File: src/rtl/core/absolute_humidity_bilinear_lookup_unit_assert.svh
// assertion macros for the absolute humidity lookup unit
// expects clk and arst_n in the scope of the module that uses them
`ifndef ABSOLUTE_HUMIDITY_BILINEAR_LOOKUP_UNIT_ASSERT_SVH
`define ABSOLUTE_HUMIDITY_BILINEAR_LOOKUP_UNIT_ASSERT_SVH

// same-cycle implication, checked out of reset
`define AHBL_ASSERT_IMPLIES(label, ante, cons) \
	label: assert property (@(posedge clk) disable iff (!arst_n) (ante) |-> (cons)) \
		else $error("ahbl assertion failed");

// next-cycle implication, checked out of reset
`define AHBL_ASSERT_NEXT(label, ante, cons) \
	label: assert property (@(posedge clk) disable iff (!arst_n) (ante) |=> (cons)) \
		else $error("ahbl assertion failed");

`endif

File: src/rtl/core/ahbl_pkg.sv
// shared types, constants, rom image and crc helper for the humidity lookup
// no dependencies
`timescale 1ns / 1ps
`default_nettype none

package ahbl_pkg;

	localparam int GRID_N  = 20;
	localparam int BANK_N  = 10;
	localparam int BANK_D  = BANK_N * BANK_N;
	localparam int CELL_Q8 = 1280;
	localparam int LOW_Q8  = 1280;
	localparam int HIGH_Q8 = 25600;

	localparam logic [7:0] CRC_POLY = 8'h31;
	localparam logic [7:0] CRC_INIT = 8'hff;

	// datapath widths
	localparam int E_W  = 16;  // table entry
	localparam int W_W  = 11;  // cell weight, 0..1279
	localparam int A_W  = 27;  // one-axis blend
	localparam int N_W  = 37;  // two-axis blend
	localparam int DIV_SHIFT = 10;          // 640000 = 2^10 * 625
	localparam int X_W  = N_W - DIV_SHIFT;  // dividend for the divide by 625
	localparam int M_W  = 31;
	localparam int P_W  = X_W + M_W;
	localparam int RECIP_SHIFT = 40;
	localparam int Q_W  = P_W - RECIP_SHIFT;
	localparam logic [M_W-1:0] RECIP_625 = 31'd1759218605;  // ceil(2^40 / 625)

	typedef logic [E_W-1:0] bank_t [BANK_D];

	typedef struct packed {
		logic           in_range;
		logic           r0_odd;
		logic           c0_odd;
		logic [W_W-1:0] wt;
		logic [W_W-1:0] wh;
	} cell_t;

	typedef struct packed {
		logic           vld;
		logic           ok;
		logic [15:0]    q8;
		logic [7:0]     crc_hi;
	} res_t;

	// absolute humidity in 0.01 g/m3, row = temperature step, column = humidity step
	localparam logic [E_W-1:0] AH_ROM [GRID_N*GRID_N] = '{
		16'd34, 16'd68, 16'd102, 16'd136, 16'd170, 16'd204, 16'd238, 16'd272, 16'd306, 16'd340,
		16'd373, 16'd407, 16'd441, 16'd475, 16'd509, 16'd543, 16'd577, 16'd611, 16'd645, 16'd679,
		16'd47, 16'd94, 16'd141, 16'd188, 16'd235, 16'd282, 16'd329, 16'd376, 16'd423, 16'd470,
		16'd516, 16'd563, 16'd610, 16'd657, 16'd704, 16'd751, 16'd798, 16'd845, 16'd892, 16'd939,
		16'd64, 16'd128, 16'd192, 16'd256, 16'd321, 16'd385, 16'd449, 16'd513, 16'd577, 16'd641,
		16'd705, 16'd769, 16'd833, 16'd897, 16'd962, 16'd1026, 16'd1090, 16'd1154, 16'd1218,
		16'd1282,
		16'd86, 16'd173, 16'd259, 16'd345, 16'd432, 16'd518, 16'd604, 16'd691, 16'd777, 16'd864,
		16'd950, 16'd1036, 16'd1123, 16'd1209, 16'd1295, 16'd1382, 16'd1468, 16'd1554, 16'd1641,
		16'd1727,
		16'd115, 16'd230, 16'd345, 16'd460, 16'd575, 16'd690, 16'd805, 16'd920, 16'd1035,
		16'd1151, 16'd1266, 16'd1381, 16'd1496, 16'd1611, 16'd1726, 16'd1841, 16'd1956, 16'd2071,
		16'd2186, 16'd2301,
		16'd152, 16'd303, 16'd455, 16'd606, 16'd758, 16'd909, 16'd1061, 16'd1212, 16'd1364,
		16'd1516, 16'd1667, 16'd1819, 16'd1970, 16'd2122, 16'd2273, 16'd2425, 16'd2576, 16'd2728,
		16'd2879, 16'd3031,
		16'd198, 16'd395, 16'd593, 16'd790, 16'd988, 16'd1185, 16'd1383, 16'd1580, 16'd1778,
		16'd1976, 16'd2173, 16'd2371, 16'd2568, 16'd2766, 16'd2963, 16'd3161, 16'd3358, 16'd3556,
		16'd3753, 16'd3951,
		16'd255, 16'd510, 16'd765, 16'd1020, 16'd1275, 16'd1530, 16'd1785, 16'd2040, 16'd2295,
		16'd2550, 16'd2805, 16'd3060, 16'd3315, 16'd3570, 16'd3825, 16'd4080, 16'd4335, 16'd4590,
		16'd4845, 16'd5100,
		16'd326, 16'd652, 16'd978, 16'd1304, 16'd1630, 16'd1956, 16'd2282, 16'd2608, 16'd2934,
		16'd3261, 16'd3587, 16'd3913, 16'd4239, 16'd4565, 16'd4891, 16'd5217, 16'd5543, 16'd5869,
		16'd6195, 16'd6521,
		16'd413, 16'd827, 16'd1240, 16'd1653, 16'd2066, 16'd2480, 16'd2893, 16'd3306, 16'd3719,
		16'd4133, 16'd4546, 16'd4959, 16'd5372, 16'd5786, 16'd6199, 16'd6612, 16'd7025, 16'd7439,
		16'd7852, 16'd8265,
		16'd519, 16'd1039, 16'd1558, 16'd2078, 16'd2597, 16'd3117, 16'd3636, 16'd4156, 16'd4675,
		16'd5195, 16'd5714, 16'd6233, 16'd6753, 16'd7272, 16'd7792, 16'd8311, 16'd8831, 16'd9350,
		16'd9870, 16'd10389,
		16'd648, 16'd1295, 16'd1943, 16'd2591, 16'd3239, 16'd3886, 16'd4534, 16'd5182, 16'd5829,
		16'd6477, 16'd7125, 16'd7772, 16'd8420, 16'd9068, 16'd9716, 16'd10363, 16'd11011,
		16'd11659, 16'd12306, 16'd12954,
		16'd802, 16'd1603, 16'd2405, 16'd3206, 16'd4008, 16'd4809, 16'd5611, 16'd6412, 16'd7214,
		16'd8015, 16'd8817, 16'd9618, 16'd10420, 16'd11221, 16'd12023, 16'd12824, 16'd13626,
		16'd14427, 16'd15229, 16'd16030,
		16'd985, 16'd1969, 16'd2954, 16'd3939, 16'd4924, 16'd5908, 16'd6893, 16'd7878, 16'd8862,
		16'd9847, 16'd10832, 16'd11816, 16'd12801, 16'd13786, 16'd14771, 16'd15755, 16'd16740,
		16'd17725, 16'd18709, 16'd19694,
		16'd1202, 16'd2403, 16'd3605, 16'd4806, 16'd6008, 16'd7209, 16'd8411, 16'd9612, 16'd10814,
		16'd12016, 16'd13217, 16'd14419, 16'd15620, 16'd16822, 16'd18023, 16'd19225, 16'd20426,
		16'd21628, 16'd22829, 16'd24031,
		16'd1457, 16'd2913, 16'd4370, 16'd5827, 16'd7283, 16'd8740, 16'd10197, 16'd11653,
		16'd13110, 16'd14567, 16'd16023, 16'd17480, 16'd18936, 16'd20393, 16'd21850, 16'd23306,
		16'd24763, 16'd26220, 16'd27676, 16'd29133,
		16'd1755, 16'd3510, 16'd5265, 16'd7020, 16'd8775, 16'd10529, 16'd12284, 16'd14039,
		16'd15794, 16'd17549, 16'd19304, 16'd21059, 16'd22814, 16'd24569, 16'd26324, 16'd28078,
		16'd29833, 16'd31588, 16'd33343, 16'd35098,
		16'd2102, 16'd4204, 16'd6305, 16'd8407, 16'd10509, 16'd12611, 16'd14713, 16'd16814,
		16'd18916, 16'd21018, 16'd23120, 16'd25222, 16'd27323, 16'd29425, 16'd31527, 16'd33629,
		16'd35731, 16'd37832, 16'd39934, 16'd42036,
		16'd2503, 16'd5006, 16'd7509, 16'd10012, 16'd12515, 16'd15018, 16'd17521, 16'd20024,
		16'd22527, 16'd25030, 16'd27533, 16'd30036, 16'd32539, 16'd35042, 16'd37545, 16'd40048,
		16'd42551, 16'd45054, 16'd47557, 16'd50060,
		16'd2965, 16'd5930, 16'd8894, 16'd11859, 16'd14824, 16'd17789, 16'd20754, 16'd23718,
		16'd26683, 16'd29648, 16'd32613, 16'd35578, 16'd38542, 16'd41507, 16'd44472, 16'd47437,
		16'd50402, 16'd53366, 16'd56331, 16'd59296
	};

	// one parity bank: rows and columns of the given parity, packed 10 x 10
	function automatic bank_t bank_image(input int row_odd, input int col_odd);
		bank_t img;
		int r;
		int c;
		for (int i = 0; i < BANK_D; i++) begin
			r = 2 * (i / BANK_N) + row_odd;
			c = 2 * (i % BANK_N) + col_odd;
			img[i] = AH_ROM[r * GRID_N + c];
		end
		return img;
	endfunction

	// crc-8, msb first, one byte
	function automatic logic [7:0] crc8_byte(input logic [7:0] crc_in, input logic [7:0] data);
		logic [7:0] c;
		c = crc_in ^ data;
		for (int i = 0; i < 8; i++) begin
			c = c[7] ? ((c << 1) ^ CRC_POLY) : (c << 1);
		end
		return c;
	endfunction

endpackage

`default_nettype wire

File: src/rtl/core/ahbl_interp.sv
// bilinear blend of four corners, scale to 8.8 and first crc byte
// depends on ahbl_pkg
`timescale 1ns / 1ps
`default_nettype none

module ahbl_interp (
	input  wire logic                                clk,
	input  wire logic                                arst_n,
	input  wire logic                                vld_s1,
	input  wire logic                                in_range_s1,
	input  wire logic [3:0][ahbl_pkg::E_W-1:0]       corner_s1,
	input  wire logic [ahbl_pkg::W_W-1:0]            wt_s1,
	input  wire logic [ahbl_pkg::W_W-1:0]            wh_s1,
	output ahbl_pkg::res_t                           res_s5
);

	localparam int A_W = ahbl_pkg::A_W;
	localparam int N_W = ahbl_pkg::N_W;
	localparam int P_W = ahbl_pkg::P_W;
	localparam int Q_W = ahbl_pkg::Q_W;
	localparam logic [ahbl_pkg::W_W-1:0] CELL = ahbl_pkg::W_W'(ahbl_pkg::CELL_Q8);

	logic                         vld_s2, vld_s3, vld_s4, vld_s5;
	logic                         in_range_s2, in_range_s3, in_range_s4;
	logic [ahbl_pkg::W_W-1:0]     wt_s2;
	logic [A_W-1:0]               a0_s2, a1_s2;
	logic [N_W-1:0]               n_s3;
	logic [P_W-1:0]               prod_s4;
	logic [Q_W-1:0]               q_s4;
	logic                         ok_s5;
	logic [15:0]                  q8_s5;
	logic [7:0]                   crc_hi_s5;

	always_ff @(posedge clk or negedge arst_n) begin
		if (!arst_n) begin
			vld_s2 <= 1'b0;
			vld_s3 <= 1'b0;
			vld_s4 <= 1'b0;
			vld_s5 <= 1'b0;
		end else begin
			vld_s2 <= vld_s1;
			vld_s3 <= vld_s2;
			vld_s4 <= vld_s3;
			vld_s5 <= vld_s4;
		end
	end

	// humidity axis blend, corners 0/1 on the lower row, 2/3 on the upper
	always_ff @(posedge clk) begin
		in_range_s2 <= in_range_s1;
		wt_s2       <= wt_s1;
		a0_s2 <= A_W'(corner_s1[0]) * A_W'(CELL - wh_s1) + A_W'(corner_s1[1]) * A_W'(wh_s1);
		a1_s2 <= A_W'(corner_s1[2]) * A_W'(CELL - wh_s1) + A_W'(corner_s1[3]) * A_W'(wh_s1);
	end

	// temperature axis blend
	always_ff @(posedge clk) begin
		in_range_s3 <= in_range_s2;
		n_s3 <= N_W'(a0_s2) * N_W'(CELL - wt_s2) + N_W'(a1_s2) * N_W'(wt_s2);
	end

	// divide by 640000: drop 2^10, then multiply by the reciprocal of 625
	always_ff @(posedge clk) begin
		in_range_s4 <= in_range_s3;
		prod_s4 <= P_W'(n_s3[N_W-1:ahbl_pkg::DIV_SHIFT]) * P_W'(ahbl_pkg::RECIP_625);
	end

	assign q_s4 = prod_s4[P_W-1:ahbl_pkg::RECIP_SHIFT];

	always_ff @(posedge clk) begin
		ok_s5     <= in_range_s4 && (q_s4 != '0) && (q_s4[Q_W-1:16] == '0);
		q8_s5     <= q_s4[15:0];
		crc_hi_s5 <= ahbl_pkg::crc8_byte(ahbl_pkg::CRC_INIT, q_s4[15:8]);
	end

	always_comb begin
		res_s5.vld    = vld_s5;
		res_s5.ok     = ok_s5;
		res_s5.q8     = q8_s5;
		res_s5.crc_hi = crc_hi_s5;
	end

endmodule

`default_nettype wire

File: config.mk
export PLATFORM = sky130hd
export DESIGN_NAME = ahbl_interp
export DESIGN_NICKNAME = d
export VERILOG_FILES = /design/src/rtl/core/absolute_humidity_bilinear_lookup_unit_assert.svh /design/src/rtl/core/ahbl_pkg.sv /design/src/rtl/core/ahbl_interp.sv
export SDC_FILE = /design/constraint.sdc
export NUM_CORES = 2
export LEC_CHECK = 0
export ABC_AREA = 1
export BUFFER_PORTS_ARGS = -buffer_cell sky130_fd_sc_hd__buf_2
export CAP_MARGIN = 10
export CORE_ASPECT_RATIO = 2
export CORE_MARGIN = 3
export CORE_UTILIZATION = 44
export CTS_CLUSTER_DIAMETER = 60
export DETAILED_ROUTE_END_ITERATION = 7
export PLACE_DENSITY = 0.59
export SLEW_MARGIN = 20
export SYNTH_ARGS = -nofsm -noshare
export SYNTH_HDL_FRONTEND = slang
export SYNTH_SLANG_ARGS = --single-unit
File: constraint.sdc
create_clock -name clk -period 6.7 [get_ports clk]
set_input_delay 1.005 -clock clk [delete_from_list [all_inputs] [get_ports clk]]
set_output_delay 1.005 -clock clk [all_outputs]
set_load 0.005 [all_outputs]
* Yosys cells after proc, flatten, opt, wreduce, memory -nomap -nowiden
Cells that the tools add are included.
** Operators by class
- Add/subtract/negate cells :: 5
- Multipliers :: 7
- Mux-type cells :: 8
- Bitwise gates (word level) :: 9
- Reductions and logical operators :: 4
** Operators by type and width (count)
- $mul A27 B31 Y58 const B :: 1
- $add A27 B27 Y27 :: 2
- $mul A16 B11 Y27 :: 2
- $mux W6 :: 8
- $add A37 B37 Y37 :: 1
- $mul A27 B11 Y37 :: 1
- $mul A28 B12 Y37 :: 1
- $mul A16 B27 Y27 :: 1
- $mul A17 B12 Y27 :: 1
- $not A3 Y3 :: 8
- $sub A11 B11 Y12 const A :: 2
- $reduce_bool A18 Y1 :: 1
- $not A8 Y8 :: 1
- $logic_and A1 B1 Y1 :: 2
- $logic_not A2 Y1 :: 1
** Storage, ports and cells
- Register bits after elaboration :: 192
- Output and inout port bits :: 26

* Logic depth before layout (Yosys ltp)
- Depth after elaboration :: 17
- Gate-level depth with buffers :: 39
- Gate-level depth less buffers :: 36

* Worst setup path after synthesis
OpenSTA, ideal clock, no wires.
- Kind :: input-to-reg
- From :: input port wh_s1[0] (netlist bit)
- To :: register a0_s2[21]
- Arrival :: 7.766 ns
- Data required time :: 6.588 ns
- Path slack :: -1.178 ns
- Stages on the path :: 35
- Buffers on the path :: 3
- Path through :: clkbuf_1 buf_1 inv_1 ha_1 inv_1 nor2_4 nand2_2 or3_4 o21ai_0 nand2_2 inv_2 buf_4 nand2_1 fa_1 inv_1 fa_1 inv_1 fa_1 inv_1 fa_1 inv_1 fa_1 fa_1 inv_1 fa_1 ha_1 a21oi_1 o21ai_0 a21oi_1 o21ai_0 a21o_1 nand2_1 nand2_1 nand2_1 nand2_1
** On the way
- Longest elaborated chain between the ends :: 3
- Elaborated cells on any way between the ends :: 4
- Those cells by class :: add/sub: 2; mul: 2
** RTL lines
- from (decl) :: line ahbl_interp.sv:13 : input wire logic [ahbl_pkg::W_W-1:0] wh_s1,
- $sub A11 B11 Y12 :: line ahbl_interp.sv:52 : a0_s2 <= A_W'(corner_s1[0]) * A_W'(CELL - wh_s1) + A_W'(corner_s1[1]) * A_W'(wh_s1);
- $mul A16 B27 Y27 :: line ahbl_interp.sv:52
- $add A27 B27 Y27 (*) :: line ahbl_interp.sv:52
- to (signal assigned) :: line ahbl_interp.sv:52
- to (decl) :: line ahbl_interp.sv:26 : logic [A_W-1:0] a0_s2, a1_s2;
Every way passes the cells marked *; elsewhere a longest branch is shown, timed or not.
A chain may end at the register's enable or synchronous reset.

* Final worst setup path
- From :: register wt_s2[1] (netlist bit)
- To :: register n_s3[35]
** On the way
- Longest elaborated chain between the ends :: 3
- Elaborated cells on any way between the ends :: 4
- Those cells by class :: add/sub: 2; mul: 2
** RTL lines
- from (decl) :: line ahbl_interp.sv:25 : logic [ahbl_pkg::W_W-1:0] wt_s2;
- from (signal assigned) :: line ahbl_interp.sv:51 : wt_s2 <= wt_s1;
- $sub A11 B11 Y12 :: line ahbl_interp.sv:59 : n_s3 <= N_W'(a0_s2) * N_W'(CELL - wt_s2) + N_W'(a1_s2) * N_W'(wt_s2);
- $mul A28 B12 Y37 :: line ahbl_interp.sv:59
- $add A37 B37 Y37 (*) :: line ahbl_interp.sv:59
- to (signal assigned) :: line ahbl_interp.sv:59
- to (decl) :: line ahbl_interp.sv:27 : logic [N_W-1:0] n_s3;
Marked as above.

==> flow_summary.toml <==
[status]
status = "complete, but fails checks"
failed_checks = "DRC, setup timing"

[routing]
wl_met3_um = 10300
top_layer_used = "met5"
wl_per_cell_um = 22.9
met2WireLength_um = 131000
wl_um = 244000
wl_met1_um = 65900
avgViaCountPerCell = 5.08
drt_first_pass_iters = 8
antenna_left = 0
vias = 54200
drc = 1
initialDrtViolationCount = 2843

[die]
die_w_um = 279
coreArea_um2 = 147000
rows = 199
ios = 116
start_util = 0.444
fp.dieArea_um2 = 154000
die_h_um = 552

[worst_setup_path]
r2r-start = "wt_s2[1]"
crit_required_ns = 7.16
crit_family = "adder cells"
critical_path_class = "register to register"
worstRegToRegCells = 35
crit_path_end_kind = "register"
cp.depth = 35
rrSetupSlack_ns = -0.43
arrival_ns = 7.58
worstReg2RegEnd = "n_s3[35]"
critical_path_peak_fanout = 7
critical_path_buf_inv_count = 10
slowest_delay_ns = 0.55
crit_end = "n_s3[35]"
cpMostUsedCell = "fa_1"
crit_slowest_cell = "fa_1"
cp-startpoint = "wt_s2[1]"
worst_setup_path_start_kind = "register"

[clock_network]
cts_root_buffer = "clkbuf_16"
cts_made_buffers = 25
htree_levels = 4
insertion_delay_ns = 0.57
clock_sinks = 142
ctsHoldBuffers = 0
cts_tree = "done"
clock_path_buffers = 3
clk_pin_slew_ns = 0.07

[sta]
drv_slew = 0
finalCritPeriodShare = 1.06
setup_slack_ns = -0.428
rsz0062_at_grt = "yes"
holdWs_ns = 0.224
max_freq_mhz = 140
skew_ns = 0.0355
slew_headroom = 0.403
finalHoldViolCount = 0
worst_pin_slew_ns = 0.894
min_period_ns = 7.13
setup-tns-final_ns = -11.32
setup-violations-final = 52

[place]
finalWeightedCongestion = 1.04
dp_hpwl_um = 210000
io_buffers = 115
pre_cts_ws_ns = -1.07

[finish]
area_delta_synth_final_pct = 21.2
final_nets = 11100
utilization = 0.539
drive_gt1_frac = 0.196
fillers = 13800

[global_route]
grt_start_max_net_pins = 54
antenna_found_initial = 19
track_usage = 0.323
first_global_vias = 61500
grt_overflow = 0
grt_pass1_wl_um = 360000

[hold_path]
hold_path_class = "input port to async pin"

[yosys]
yosysWarnings = 0
synth_nets = 10300
ys.flop_type = "dfxtp_1"
synth_edf_count = 0
async_flop_share = 0.0282
synth.cell_area_um2 = 65500
synth_seq_area_share = 0.0437
avgSynthCellArea_um2 = 8.20
ys_seq_elements = 142
syn-instance-count = 7982
synth.distinct_cells = 46

[run]
max_cap_violations = 0
cell usage after synthesis (all sizes together) (37+ instances only):
cell type / n / area, um2
inv: 2659 / 9980
nand2: 1660 / 6290
fa: 1576 / 31600
ha: 674 / 8430
nor2: 374 / 1420
clkbuf: 179 / 672
a21oi: 152 / 761
dfxtp: 138 / 2760
o21ai: 109 / 546
nand3: 102 / 510
buf: 68 / 335
xor2: 68 / 596
nor3: 37 / 195
kinds of logic after synthesis:
| kind of cell | Yosys count | share of synthesized area |
|---|---|---|
| buffers and inverters | 2909 | 0.168 |
| AO/OA/AOI/OAI | 352 | 0.0303 |
| flip-flops | 142 | 0.0437 |
| adder cells (fa/ha/maj) | 2250 | 0.611 |
| XOR/XNOR | 99 | 0.0132 |
| AND/OR/NAND/NOR | 2230 | 0.134 |
worst reg2reg max path, delay by kind of cell (launching register included):
kind	cells	cell delay (ns)
buf+inv	10	0.90
compound gates	4	0.57
fa+ha+maj	9	4.10
flops	1	0.39
simple gates	12	1.06
worst min-delay path by stage:
stage,slack (ns),cells past startpoint,end,startpoint
after detailed placement,0.32,0,in_range_s3,in_range_s2
after global placement,0.31,0,in_range_s4,in_range_s3
after CTS,0.20,1,vld_s3,arst_n
final,0.22,1,vld_s3,arst_n
after global routing,0.22,1,vld_s3,arst_n
after floorplan,0.31,0,in_range_s3,in_range_s2
cells in the final DEF, fill, tap and decap left out, types with 35 or more instances in the layout:
master   count
fa_2        60
o21ai_0     60
nor2_4      36
a21oi_1     99
inv_2      109
ha_1       610
nand2_1   1466
inv_1     2526
buf_6       95
buf_12      59
nor2_1     305
nand2_2    122
dfxtp_1    129
nand2_4     66
xor2_1      49
a21oi_2     35
buf_4      678
fa_1      1516
ha_4        62
nand3_1     79
buf_2      113
per-stage QoR:
step           std cells  area [um2]
6_report           10700       79400
5_1_grt            10700       79400
4_1_cts            10600       77200
3_5_place_dp       10500       74000
3_3_place_gp       10500       74000
2_1_floorplan       7982       66200
final cells by class:
cell class	count	area, um2	share of cell area
diodes	25	62.6	0.000788
clock buffers	27	664	0.00837
clock inverters	4	25.0	0.000315
inverters	2662	10100	0.127
multi-input cells	4931	55100	0.694
flip-flops and latches	142	2880	0.0363
well taps	1909	2390	0.0301
repair buffers	958	8180	0.103
layer usage:
metal / vias up / GRT usage
met5: - / 0
met3: 1226 / 0.0484
met4: 14 / 0.366
met1: 27100 / 0.262
li1: 23900 / -
met2: 1985 / 0.613
repair_timing:
action	in CTS	in global routing
gates resized for setup	520	443
setup buffers	71	79
endpoints found under the setup margin	60	70
pin swaps	246	339
gates cloned	4	3
sequential cells by signal, indices dropped and copies added, names as in the netlist, 8 cells and up:
| signal | cells |
|---|---|
| prod_s4 | 18 |
| crc_hi_s5 | 8 |
| n_s3 | 27 |
| a1_s2 | 27 |
| a0_s2 | 27 |
| wt_s2 | 11 |
| q8_s5 | 16 |
Power is left out: the tool's default activity adds up to more than one toggle a clock period on the data nets, which glitch-free logic cannot reach.
