File: config.mk
export PLATFORM = sky130hd
export DESIGN_NAME = ahbl_cell
export DESIGN_NICKNAME = d
export VERILOG_FILES = /design/src/rtl/core/absolute_humidity_bilinear_lookup_unit_assert.svh /design/src/rtl/core/ahbl_pkg.sv /design/src/rtl/core/ahbl_cell.sv
export SDC_FILE = /design/constraint.sdc
export NUM_CORES = 1
export LEC_CHECK = 0
export ABC_AREA = 1
export BUFFER_PORTS_ARGS = -buffer_cell sky130_fd_sc_hd__buf_2
export CORE_ASPECT_RATIO = 0.6
export CORE_MARGIN = 5
export CORE_UTILIZATION = 50
export DETAILED_ROUTE_END_ITERATION = 10
export PLACE_DENSITY = 0.74
export SETUP_SLACK_MARGIN = 0.15
export SYNTH_ARGS = -nofsm -noshare
export SYNTH_HDL_FRONTEND = slang
export SYNTH_SLANG_ARGS = --single-unit
File: constraint.sdc
create_clock -name vclk -period 6.7
set_clock_uncertainty 0.1 [all_clocks]
set_input_delay 0.335 -clock vclk [all_inputs]
set_output_delay 0.335 -clock vclk [all_outputs]
set_load 0.005 [all_outputs]
File: src/rtl/core/absolute_humidity_bilinear_lookup_unit_assert.svh
// assertion macros for the absolute humidity lookup unit
// expects clk and arst_n in the scope of the module that uses them
`ifndef ABSOLUTE_HUMIDITY_BILINEAR_LOOKUP_UNIT_ASSERT_SVH
`define ABSOLUTE_HUMIDITY_BILINEAR_LOOKUP_UNIT_ASSERT_SVH

// same-cycle implication, checked out of reset
`define AHBL_ASSERT_IMPLIES(label, ante, cons) \
	label: assert property (@(posedge clk) disable iff (!arst_n) (ante) |-> (cons)) \
		else $error("ahbl assertion failed");

// next-cycle implication, checked out of reset
`define AHBL_ASSERT_NEXT(label, ante, cons) \
	label: assert property (@(posedge clk) disable iff (!arst_n) (ante) |=> (cons)) \
		else $error("ahbl assertion failed");

`endif

File: src/rtl/core/ahbl_pkg.sv
// shared types, constants, rom image and crc helper for the humidity lookup
// no dependencies
`timescale 1ns / 1ps
`default_nettype none

package ahbl_pkg;

	localparam int GRID_N  = 20;
	localparam int BANK_N  = 10;
	localparam int BANK_D  = BANK_N * BANK_N;
	localparam int CELL_Q8 = 1280;
	localparam int LOW_Q8  = 1280;
	localparam int HIGH_Q8 = 25600;

	localparam logic [7:0] CRC_POLY = 8'h31;
	localparam logic [7:0] CRC_INIT = 8'hff;

	// datapath widths
	localparam int E_W  = 16;  // table entry
	localparam int W_W  = 11;  // cell weight, 0..1279
	localparam int A_W  = 27;  // one-axis blend
	localparam int N_W  = 37;  // two-axis blend
	localparam int DIV_SHIFT = 10;          // 640000 = 2^10 * 625
	localparam int X_W  = N_W - DIV_SHIFT;  // dividend for the divide by 625
	localparam int M_W  = 31;
	localparam int P_W  = X_W + M_W;
	localparam int RECIP_SHIFT = 40;
	localparam int Q_W  = P_W - RECIP_SHIFT;
	localparam logic [M_W-1:0] RECIP_625 = 31'd1759218605;  // ceil(2^40 / 625)

	typedef logic [E_W-1:0] bank_t [BANK_D];

	typedef struct packed {
		logic           in_range;
		logic           r0_odd;
		logic           c0_odd;
		logic [W_W-1:0] wt;
		logic [W_W-1:0] wh;
	} cell_t;

	typedef struct packed {
		logic           vld;
		logic           ok;
		logic [15:0]    q8;
		logic [7:0]     crc_hi;
	} res_t;

	// absolute humidity in 0.01 g/m3, row = temperature step, column = humidity step
	localparam logic [E_W-1:0] AH_ROM [GRID_N*GRID_N] = '{
		16'd34, 16'd68, 16'd102, 16'd136, 16'd170, 16'd204, 16'd238, 16'd272, 16'd306, 16'd340,
		16'd373, 16'd407, 16'd441, 16'd475, 16'd509, 16'd543, 16'd577, 16'd611, 16'd645, 16'd679,
		16'd47, 16'd94, 16'd141, 16'd188, 16'd235, 16'd282, 16'd329, 16'd376, 16'd423, 16'd470,
		16'd516, 16'd563, 16'd610, 16'd657, 16'd704, 16'd751, 16'd798, 16'd845, 16'd892, 16'd939,
		16'd64, 16'd128, 16'd192, 16'd256, 16'd321, 16'd385, 16'd449, 16'd513, 16'd577, 16'd641,
		16'd705, 16'd769, 16'd833, 16'd897, 16'd962, 16'd1026, 16'd1090, 16'd1154, 16'd1218,
		16'd1282,
		16'd86, 16'd173, 16'd259, 16'd345, 16'd432, 16'd518, 16'd604, 16'd691, 16'd777, 16'd864,
		16'd950, 16'd1036, 16'd1123, 16'd1209, 16'd1295, 16'd1382, 16'd1468, 16'd1554, 16'd1641,
		16'd1727,
		16'd115, 16'd230, 16'd345, 16'd460, 16'd575, 16'd690, 16'd805, 16'd920, 16'd1035,
		16'd1151, 16'd1266, 16'd1381, 16'd1496, 16'd1611, 16'd1726, 16'd1841, 16'd1956, 16'd2071,
		16'd2186, 16'd2301,
		16'd152, 16'd303, 16'd455, 16'd606, 16'd758, 16'd909, 16'd1061, 16'd1212, 16'd1364,
		16'd1516, 16'd1667, 16'd1819, 16'd1970, 16'd2122, 16'd2273, 16'd2425, 16'd2576, 16'd2728,
		16'd2879, 16'd3031,
		16'd198, 16'd395, 16'd593, 16'd790, 16'd988, 16'd1185, 16'd1383, 16'd1580, 16'd1778,
		16'd1976, 16'd2173, 16'd2371, 16'd2568, 16'd2766, 16'd2963, 16'd3161, 16'd3358, 16'd3556,
		16'd3753, 16'd3951,
		16'd255, 16'd510, 16'd765, 16'd1020, 16'd1275, 16'd1530, 16'd1785, 16'd2040, 16'd2295,
		16'd2550, 16'd2805, 16'd3060, 16'd3315, 16'd3570, 16'd3825, 16'd4080, 16'd4335, 16'd4590,
		16'd4845, 16'd5100,
		16'd326, 16'd652, 16'd978, 16'd1304, 16'd1630, 16'd1956, 16'd2282, 16'd2608, 16'd2934,
		16'd3261, 16'd3587, 16'd3913, 16'd4239, 16'd4565, 16'd4891, 16'd5217, 16'd5543, 16'd5869,
		16'd6195, 16'd6521,
		16'd413, 16'd827, 16'd1240, 16'd1653, 16'd2066, 16'd2480, 16'd2893, 16'd3306, 16'd3719,
		16'd4133, 16'd4546, 16'd4959, 16'd5372, 16'd5786, 16'd6199, 16'd6612, 16'd7025, 16'd7439,
		16'd7852, 16'd8265,
		16'd519, 16'd1039, 16'd1558, 16'd2078, 16'd2597, 16'd3117, 16'd3636, 16'd4156, 16'd4675,
		16'd5195, 16'd5714, 16'd6233, 16'd6753, 16'd7272, 16'd7792, 16'd8311, 16'd8831, 16'd9350,
		16'd9870, 16'd10389,
		16'd648, 16'd1295, 16'd1943, 16'd2591, 16'd3239, 16'd3886, 16'd4534, 16'd5182, 16'd5829,
		16'd6477, 16'd7125, 16'd7772, 16'd8420, 16'd9068, 16'd9716, 16'd10363, 16'd11011,
		16'd11659, 16'd12306, 16'd12954,
		16'd802, 16'd1603, 16'd2405, 16'd3206, 16'd4008, 16'd4809, 16'd5611, 16'd6412, 16'd7214,
		16'd8015, 16'd8817, 16'd9618, 16'd10420, 16'd11221, 16'd12023, 16'd12824, 16'd13626,
		16'd14427, 16'd15229, 16'd16030,
		16'd985, 16'd1969, 16'd2954, 16'd3939, 16'd4924, 16'd5908, 16'd6893, 16'd7878, 16'd8862,
		16'd9847, 16'd10832, 16'd11816, 16'd12801, 16'd13786, 16'd14771, 16'd15755, 16'd16740,
		16'd17725, 16'd18709, 16'd19694,
		16'd1202, 16'd2403, 16'd3605, 16'd4806, 16'd6008, 16'd7209, 16'd8411, 16'd9612, 16'd10814,
		16'd12016, 16'd13217, 16'd14419, 16'd15620, 16'd16822, 16'd18023, 16'd19225, 16'd20426,
		16'd21628, 16'd22829, 16'd24031,
		16'd1457, 16'd2913, 16'd4370, 16'd5827, 16'd7283, 16'd8740, 16'd10197, 16'd11653,
		16'd13110, 16'd14567, 16'd16023, 16'd17480, 16'd18936, 16'd20393, 16'd21850, 16'd23306,
		16'd24763, 16'd26220, 16'd27676, 16'd29133,
		16'd1755, 16'd3510, 16'd5265, 16'd7020, 16'd8775, 16'd10529, 16'd12284, 16'd14039,
		16'd15794, 16'd17549, 16'd19304, 16'd21059, 16'd22814, 16'd24569, 16'd26324, 16'd28078,
		16'd29833, 16'd31588, 16'd33343, 16'd35098,
		16'd2102, 16'd4204, 16'd6305, 16'd8407, 16'd10509, 16'd12611, 16'd14713, 16'd16814,
		16'd18916, 16'd21018, 16'd23120, 16'd25222, 16'd27323, 16'd29425, 16'd31527, 16'd33629,
		16'd35731, 16'd37832, 16'd39934, 16'd42036,
		16'd2503, 16'd5006, 16'd7509, 16'd10012, 16'd12515, 16'd15018, 16'd17521, 16'd20024,
		16'd22527, 16'd25030, 16'd27533, 16'd30036, 16'd32539, 16'd35042, 16'd37545, 16'd40048,
		16'd42551, 16'd45054, 16'd47557, 16'd50060,
		16'd2965, 16'd5930, 16'd8894, 16'd11859, 16'd14824, 16'd17789, 16'd20754, 16'd23718,
		16'd26683, 16'd29648, 16'd32613, 16'd35578, 16'd38542, 16'd41507, 16'd44472, 16'd47437,
		16'd50402, 16'd53366, 16'd56331, 16'd59296
	};

	// one parity bank: rows and columns of the given parity, packed 10 x 10
	function automatic bank_t bank_image(input int row_odd, input int col_odd);
		bank_t img;
		int r;
		int c;
		for (int i = 0; i < BANK_D; i++) begin
			r = 2 * (i / BANK_N) + row_odd;
			c = 2 * (i % BANK_N) + col_odd;
			img[i] = AH_ROM[r * GRID_N + c];
		end
		return img;
	endfunction

	// crc-8, msb first, one byte
	function automatic logic [7:0] crc8_byte(input logic [7:0] crc_in, input logic [7:0] data);
		logic [7:0] c;
		c = crc_in ^ data;
		for (int i = 0; i < 8; i++) begin
			c = c[7] ? ((c << 1) ^ CRC_POLY) : (c << 1);
		end
		return c;
	endfunction

endpackage

`default_nettype wire

File: src/rtl/core/ahbl_cell.sv
// range check, cell index, in-cell weights and bank addresses for one reading
// depends on ahbl_pkg
`timescale 1ns / 1ps
`default_nettype none

module ahbl_cell (
	input  wire logic signed [15:0]  temperature_q8,
	input  wire logic [14:0]         rel_humidity_q8,
	output ahbl_pkg::cell_t          loc,
	output logic [3:0][6:0]          bank_addr
);

	localparam logic [4:0] LAST_IDX = 5'(ahbl_pkg::GRID_N - 1);

	// grid index: offset / 1280 as (offset >> 8) / 5 by reciprocal 205 / 1024
	function automatic logic [4:0] axis_raw(input logic [14:0] off);
		logic [14:0] prod;
		prod = 15'(off[14:8]) * 15'd205;
		return prod[14:10];
	endfunction

	function automatic logic [4:0] axis_idx(input logic [14:0] off);
		logic [4:0] q;
		q = axis_raw(off);
		return (q > LAST_IDX) ? LAST_IDX : q;
	endfunction

	function automatic logic [ahbl_pkg::W_W-1:0] axis_w(input logic [14:0] off);
		logic [4:0] q;
		logic [6:0] rem;
		q = axis_raw(off);
		rem = off[14:8] - 7'(7'(q) * 7'd5);
		return {rem[2:0], off[7:0]};
	endfunction

	logic [15:0] t_off;
	logic [15:0] h_off;
	logic [4:0]  r0, r1, c0, c1;
	logic        in_range;

	assign in_range = (temperature_q8 >= ahbl_pkg::LOW_Q8) &&
		(temperature_q8 <= ahbl_pkg::HIGH_Q8) &&
		(rel_humidity_q8 >= ahbl_pkg::LOW_Q8) &&
		(rel_humidity_q8 <= ahbl_pkg::HIGH_Q8);

	assign t_off = temperature_q8 - 16'(ahbl_pkg::LOW_Q8);
	assign h_off = {1'b0, rel_humidity_q8} - 16'(ahbl_pkg::LOW_Q8);

	assign r0 = axis_idx(t_off[14:0]);
	assign c0 = axis_idx(h_off[14:0]);
	// upper neighbor clamps at the last row or column, its weight is zero there
	assign r1 = (r0 == LAST_IDX) ? LAST_IDX : r0 + 5'd1;
	assign c1 = (c0 == LAST_IDX) ? LAST_IDX : c0 + 5'd1;

	always_comb begin
		loc.in_range = in_range;
		loc.r0_odd   = r0[0];
		loc.c0_odd   = c0[0];
		loc.wt       = axis_w(t_off[14:0]);
		loc.wh       = axis_w(h_off[14:0]);
	end

	// bank index {row parity, column parity}; each corner lands in its own bank
	always_comb begin
		logic [4:0] row;
		logic [4:0] col;
		for (int b = 0; b < 4; b++) begin
			row = (r0[0] == b[1]) ? r0 : r1;
			col = (c0[0] == b[0]) ? c0 : c1;
			bank_addr[b] = ({3'b000, row[4:1]} << 3) + ({3'b000, row[4:1]} << 1) +
				{3'b000, col[4:1]};
		end
	end

endmodule

`default_nettype wire

# == Word level (Yosys, flattened, before mapping) ==
# Cells that the tools add are included.
# classes
addsub,12
multipliers,4
order_cmp,6
n_eq_ne,2
muxes,8
reduce_logical,3
# op_table
op,n
$mux 5,8
$mul 7x8->15 const B,2
$add 7x4->7,4
$ge 16x12->1 const B,1
$le 16x16->1 const B,1
$ge 15x11->1 const B,1
$le 15x15->1 const B,1
$sub 15x11->15 const B,1
$sub 15x12->15 const B,1
$add 7x5->7,2
$add 5x1->5 const B,2
$eq 5x5->1 const B,2
$gt 5x5->1 const B,2
$mul 5x3->3 const B,2
$sub 3x3->3,2
$logic_and 1x1->1,3
# totals
regBits,0
in_bits,31
output_inout_bits,53
wordCells,35

# == Longest topological paths before layout ==
# Gate-level depths: netlist of run 1.
# depth
word_depth,9
mapped_depth,44
depth_no_buf,44

# == Least setup slack after synthesis of run 1 ==
# No wires, ideal clock.
# synth_path
path_kind,input-to-output
from,in temperature_q8[8]
to,out bank_addr[20] (netlist bit)
arrival_time_ns,5.844
t_required_ns,6.265
setup_slack_ns,0.421
stages,37
n_path_buf,0
cell_sequence,inv_1 ha_1 inv_1 nand2_2 nand2_1 xor2_1 inv_1 ha_1 ha_1 fa_1 inv_1 fa_1 inv_1 ha_1 nand2_2 nor2_1 o21ai_0 nand3_1 nand2_1 nand2_1 nand2_1 nand2_2 nand2_1 ha_1 inv_1 nor2_1 inv_1 nand3_1 nor2_1 nor2_1 inv_1 fa_1 xnor2_2 nand2_1 nor2_1 nand3b_1 nand2_1
# synth_lines
item,line,rtl
start: declaration,ahbl_cell.sv:7,"input wire logic signed [15:0] temperature_q8,"
end: declaration,ahbl_cell.sv:10,output logic [3:0][6:0] bank_addr

==> summary.txt, run 1 <==
Drt
  – Vias/cell: 5.21
  – Pre-Repair DR Iteration Count: 10
  – DRC: 2
  – Vias: 4249
  – Antenna Violating Nets Remaining: 0
  – DR WL/cell: 14.7 um
  – DRT Wirelength: 12.0 mm
  – Initial DRC count: 249

Layout
  – Multi-input gate area: 4050 um2
  – Ant diodes: 0
  – Post-Route Utilization: 69.4%
  – Area delta synth->final: 35.9%
  – Fillers: 593
  – Num sequential: 0
  – Clkbuf count: 0
  – Count of nets after finishing: 851
  – FF/Latch Area: 0 um2
  – Layout cells sized above 1: 40.3%

Setup path
  – WP buf/inv: 12
  – CP Data Required Time: 6260 ps
  – Max incr delay on CP: 530 ps
  – Cell repeated most along the worst path: inv_1
  – Cell at the slowest stage of the critical path: fa_1
  – Critical path type: in -> out
  – CP arrival: 6000 ps
  – Crit path max-delay family: adder cells
  – Setup crit start kind: primary input
  – Crit end category: primary output
  – Max FO, Critical Path: 5

Die
  – Chip Width: 126 um
  – DIE HEIGHT: 79.3 um
  – Initial Util: 51.0%
  – DIE AREA: 9960 um2
  – IO Count: 84
  – Core footprint: 7850 um2
  – FP Rows: 25

Timing
  – Setup tns final: 0 ps
  – Final Worst Setup Slack: 263 ps
  – Final period util: 96.1%
  – Worst slew pin tran: 386 ps
  – Min Tclk post-route: 6440 ps
  – Max transition margin: 73.6%
  – Fmax: 155 MHz
  – Setup violations, final: 0
  – Final Hold Vio Count: 0
  – Slew Limit Fails: 0

Logic synthesis
  – Largest area contributor in the netlist: ha_1
  – Sequential element share of the synthesized area: 0%
  – Yosys warnings: 0
  – Synth cell types: 42
  – Top-count cell post-synth: inv_1
  – Cells after synthesis: 597
  – Avg Cell Area, Syn: 6.71 um2
  – Synth area leaders: ha_1 (27%), fa_1 (12%), inv_1 (12%)
  – Most frequent cells after synthesis: inv_1 (126), nand2_1 (123), ha_1 (87)
  – Syn nets: 739
  – Netlist Area Pre-Place: 4010 um2
  – Top cell type's share of synthesized area: 27.2%

Placement
  – Input/output buffers: 84
  – Final HPWL DP: 9.20 mm
  – Pre-CTS setup slack: -238 ps
  – Routability cong.: 0.901

GRT
  – Vias in the first global route: 4153
  – Initial antenna violation count: 0
  – Remaining global-route overflow: 0
  – First-pass GRT wire length: 18.3 mm
  – Total GRT Usage: 21.4%
  – Pin count of the biggest net entering global routing: 9

Clock tree
  – CTS Hold Bufs: 0

Outcome
  – Failing checks: DRC
  – Outcome: complete, but fails checks

Hold path
  – HP Class: in -> out

Job
  – Max_cap viols: 0
==> stage by stage <==
stage | instances | area (um2) | hold slack, ps
2_1_floorplan | 597 | 4010 | 625
3_3_place_gp | 802 | 4660 | 751
3_5_place_dp | 802 | 4660 | 750
4_1_cts | 804 | 4850 | 750
5_1_grt | 815 | 5450 | 764
6_report | 815 | 5450 | 749
==> path summary, 6_finish.rpt <==
path,cells after the start,from,to,slack (ps)
setup / recovery,40,temperature_q8[9],bank_addr[4],260
hold / removal,2,rel_humidity_q8[1],loc[1],750
==> metal layers <==
layer  wire length (um)  up-vias  share of wire, %  global-route usage (%)
met5                  0        -                 0                       0
met4                264        0               2.2                    1.62
met3                684       25               5.7                    1.88
met2               5570      156                46                    37.5
met1               5480     1959                46                    29.8
li1                   -     2109                 -                       -
==> repair_timing <==
action                     4_1_cts  5_1_grt
setup buffers                    2       11
resized for setup               38      107
cloned                           0        0
hold endpoints to repair         0        0
pin swaps                        9       41
setup endpoints to repair       17       20
==> cell type report <==
type,count,share of cell area (%)
Multi-Input combinational cell,446,74.4
Tap cell,108,2.48
Timing Repair Buffer,129,14.0
Inverter,132,9.10
==> kinds of logic (layout without fill, tap and decap cells) <==
group	after synthesis	in the layout	synth area share [%]
AO/OA/AOI/OAI	57	57	8.71
XOR/XNOR	28	28	6.50
adder cells (fa/ha/maj)	111	111	39.2
buffers and inverters	151	261	15.9
AND/OR/NAND/NOR	250	250	29.7
==> layout by cell type, fill, tap and decap left out, types with 6 or more instances in the layout <==
master	Yosys	layout
nand3_1	27	24
nor2_2	0	8
o21ai_0	17	6
a21oi_2	1	6
nand2_4	7	11
xor2_1	20	17
nand3_2	3	6
nor2_1	44	34
ha_2	0	7
buf_2	0	84
inv_1	126	112
ha_4	0	27
nand4_1	8	8
fa_1	24	19
inv_2	6	20
a21oi_1	19	11
o21ai_2	1	7
buf_4	19	44
nand2_2	17	28
nand2_1	123	108
xnor2_1	6	6
ha_1	87	53
Power of run 1 is left out: the tool's default activity adds up to more than one toggle a clock period on the data nets, which glitch-free logic cannot reach.
==> run 2: changes to the inputs <==
--- a/config.mk
+++ b/config.mk
@@ -11,7 +11,7 @@
 export CORE_MARGIN = 5
 export CORE_UTILIZATION = 50
 export DETAILED_ROUTE_END_ITERATION = 10
-export PLACE_DENSITY = 0.74
+export PLACE_DENSITY = 0.77
 export SETUP_SLACK_MARGIN = 0.15
 export SYNTH_ARGS = -nofsm -noshare
 export SYNTH_HDL_FRONTEND = slang
==> constraint.sdc (replaced) <==
create_clock -name vclk -period 5.9
set_clock_uncertainty 0.1 [all_clocks]
set_input_delay 0.295 -clock vclk [all_inputs]
set_output_delay 0.295 -clock vclk [all_outputs]
set_load 0.005 [all_outputs]
==> run 2 against run 1 <==
The run ends with setup timing left. Largest cell class unchanged. Hold slack worse by 82 ps. First-iteration DRC count grew to 3.7 times the previous value. Highest routed layer unchanged. Critical endpoint is now bank_addr[26]. Cell area is 29% higher. Critical path type unchanged.
==> summary.txt, run 2 (synthesis gave the netlist of run 1 again) <==
Die
  – DIE AREA: 9960 um2 (unchanged)
  – Chip Width: 126 um (unchanged)
  – Core footprint: 7850 um2 (unchanged)
  – Initial Util: 51.0% (unchanged)
  – IO Count: 84 (unchanged)
  – FP Rows: 25 (unchanged)
  – DIE HEIGHT: 79.3 um (unchanged)

Drt
  – DRC: 0 (-2)
  – Vias: 6067 (+43%)
  – Initial DRC count: 933 (+270%)
  – Vias/cell: 6.51 (+25%)
  – DR WL/cell: 25.7 um (+75%)
  – Antenna Violating Nets Remaining: 0 (unchanged)
  – Pre-Repair DR Iteration Count: 9 (-1)
  – DRT Wirelength: 24.0 mm (+100%)

Timing
  – Slew Limit Fails: 0 (unchanged)
  – Min Tclk post-route: 6600 ps
  – Setup violations, final: 21 (+21)
  – Hold WS: 667 ps (-81.5 ps)
  – Final period util: 112%
  – Max transition margin: 57.5% (-16 points)
  – Final Worst Setup Slack: -701 ps (-964 ps)
  – Worst slew pin tran: 621 ps (+235 ps)
  – Final Hold Vio Count: 0 (unchanged)
  – Fmax: 152 MHz
  – RSZ-0062 raised after global routing: true

Setup path
  – Cell at the slowest stage of the critical path: fa_2
  – CP arrival: 6210 ps (+210 ps)
  – Setup crit start kind: primary input
  – Max FO, Critical Path: 5 (unchanged)
  – CP Data Required Time: 5510 ps (-750 ps)
  – Crit end category: primary output
  – Max incr delay on CP: 680 ps (+150 ps)
  – Critical path type: in -> out
  – Crit path from: temperature_q8[9]

Layout
  – Most common cell after layout, fill and taps aside: buf_4
  – Count of nets after finishing: 968 (+14%)
  – Area delta synth->final: 76.0%
  – Non-filler cells, final: 932 (+14%)
  – FF/Latch Area: 0 um2 (unchanged)
  – Num sequential: 0 (unchanged)
  – Layout cells sized above 1: 61.5% (+21 points)
  – Design Area, Final: 7050 um2 (+29%)
  – Fillers: 280 (-53%)
  – Clkbuf count: 0 (unchanged)
  – Most frequent cells in the layout: buf_4 (141), nand2_1 (83), inv_1 (79), buf_2 (79), nand2_2 (44)
  – Multi-input gate area: 4610 um2 (+14%)
  – Ant diodes: 0 (unchanged)

Hold path
  – Hold path startpoint: rel_humidity_q8[4]
  – HP Class: in -> out

GRT
  – Pin count of the biggest net entering global routing: 9 (unchanged)
  – First-pass GRT wire length: 30.1 mm (+64%)
  – Initial antenna violation count: 0 (unchanged)
  – Vias in the first global route: 6050 (+46%)
  – Total GRT Usage: 37.1% (+16 points)
  – Remaining global-route overflow: 0 (unchanged)

Outcome
  – Outcome: complete, but fails checks
  – Failing checks: setup timing

Placement
  – Placed Cells incl. Taps: 876 (+9.2%)
  – Routability cong.: 0.940 (+4.3%)
  – Final HPWL DP: 10.8 mm (+18%)
  – Placed Area: 5470 um2 (+17%)
  – Input/output buffers: 84 (unchanged)

Job
  – Max_cap viols: 0 (unchanged)
run 2: changes by cell type in the layout (fill, tap and decap cells not counted), moves of 16 or more:
cell	change
inv_2	+23
buf_4	+97
nand2_1	-25
inv_1	-33
buf_6	+20
nand2_2	+16
run 2: area by class of cell:
| class | instances | share of cell area, % |
|---|---|---|
| multi-input cells | 446 | 65.3 |
| well taps | 108 | 1.92 |
| inverters | 132 | 7.56 |
| repair buffers | 246 | 25.2 |
run 2: worst max-delay path: cells and delay by family:
kind                       cells  cell delay, ps
adders and majority gates      8            2750
xor gates and xnor gates       1             230
and+or+nand+nor               14            1400
buffers and inverters         13            1260
AOI/OAI and AO/OA              2             240
run 2: what timing repair did:
action	in CTS	in global routing
resized for setup	156	112
endpoints found under the setup margin	23	26
buffers inserted	43	13
hold buffers	0	0
endpoints found under the hold margin	0	0
pin swaps	87	84
run 2: metrics by stage:
step	utilization [%]	worst slack (ps)	setup TNS, ps
2_1_floorplan	-	129	0
3_3_place_gp	69.6	-361	-3840
3_5_place_dp	69.6	-559	-7900
4_1_cts	82.3	-87.9	-361
5_1_grt	89.8	-769	-12930
6_report	89.8	-701	-10220
run 2: worst paths after layout:
check | end | cells past startpoint
max | bank_addr[26] | 38
min | loc[4] | 2
run 2: layer usage:
layer	track usage [%]	up-vias	wire [um]	part of all wire [%]
met5	0	-	0	0
met4	25.6	0	2570	11
met3	9.01	316	3270	14
met2	65.0	698	10100	42
met1	39.9	2721	8010	33
li1	-	2332	-	-
Power of run 2 is left out for the same reason.
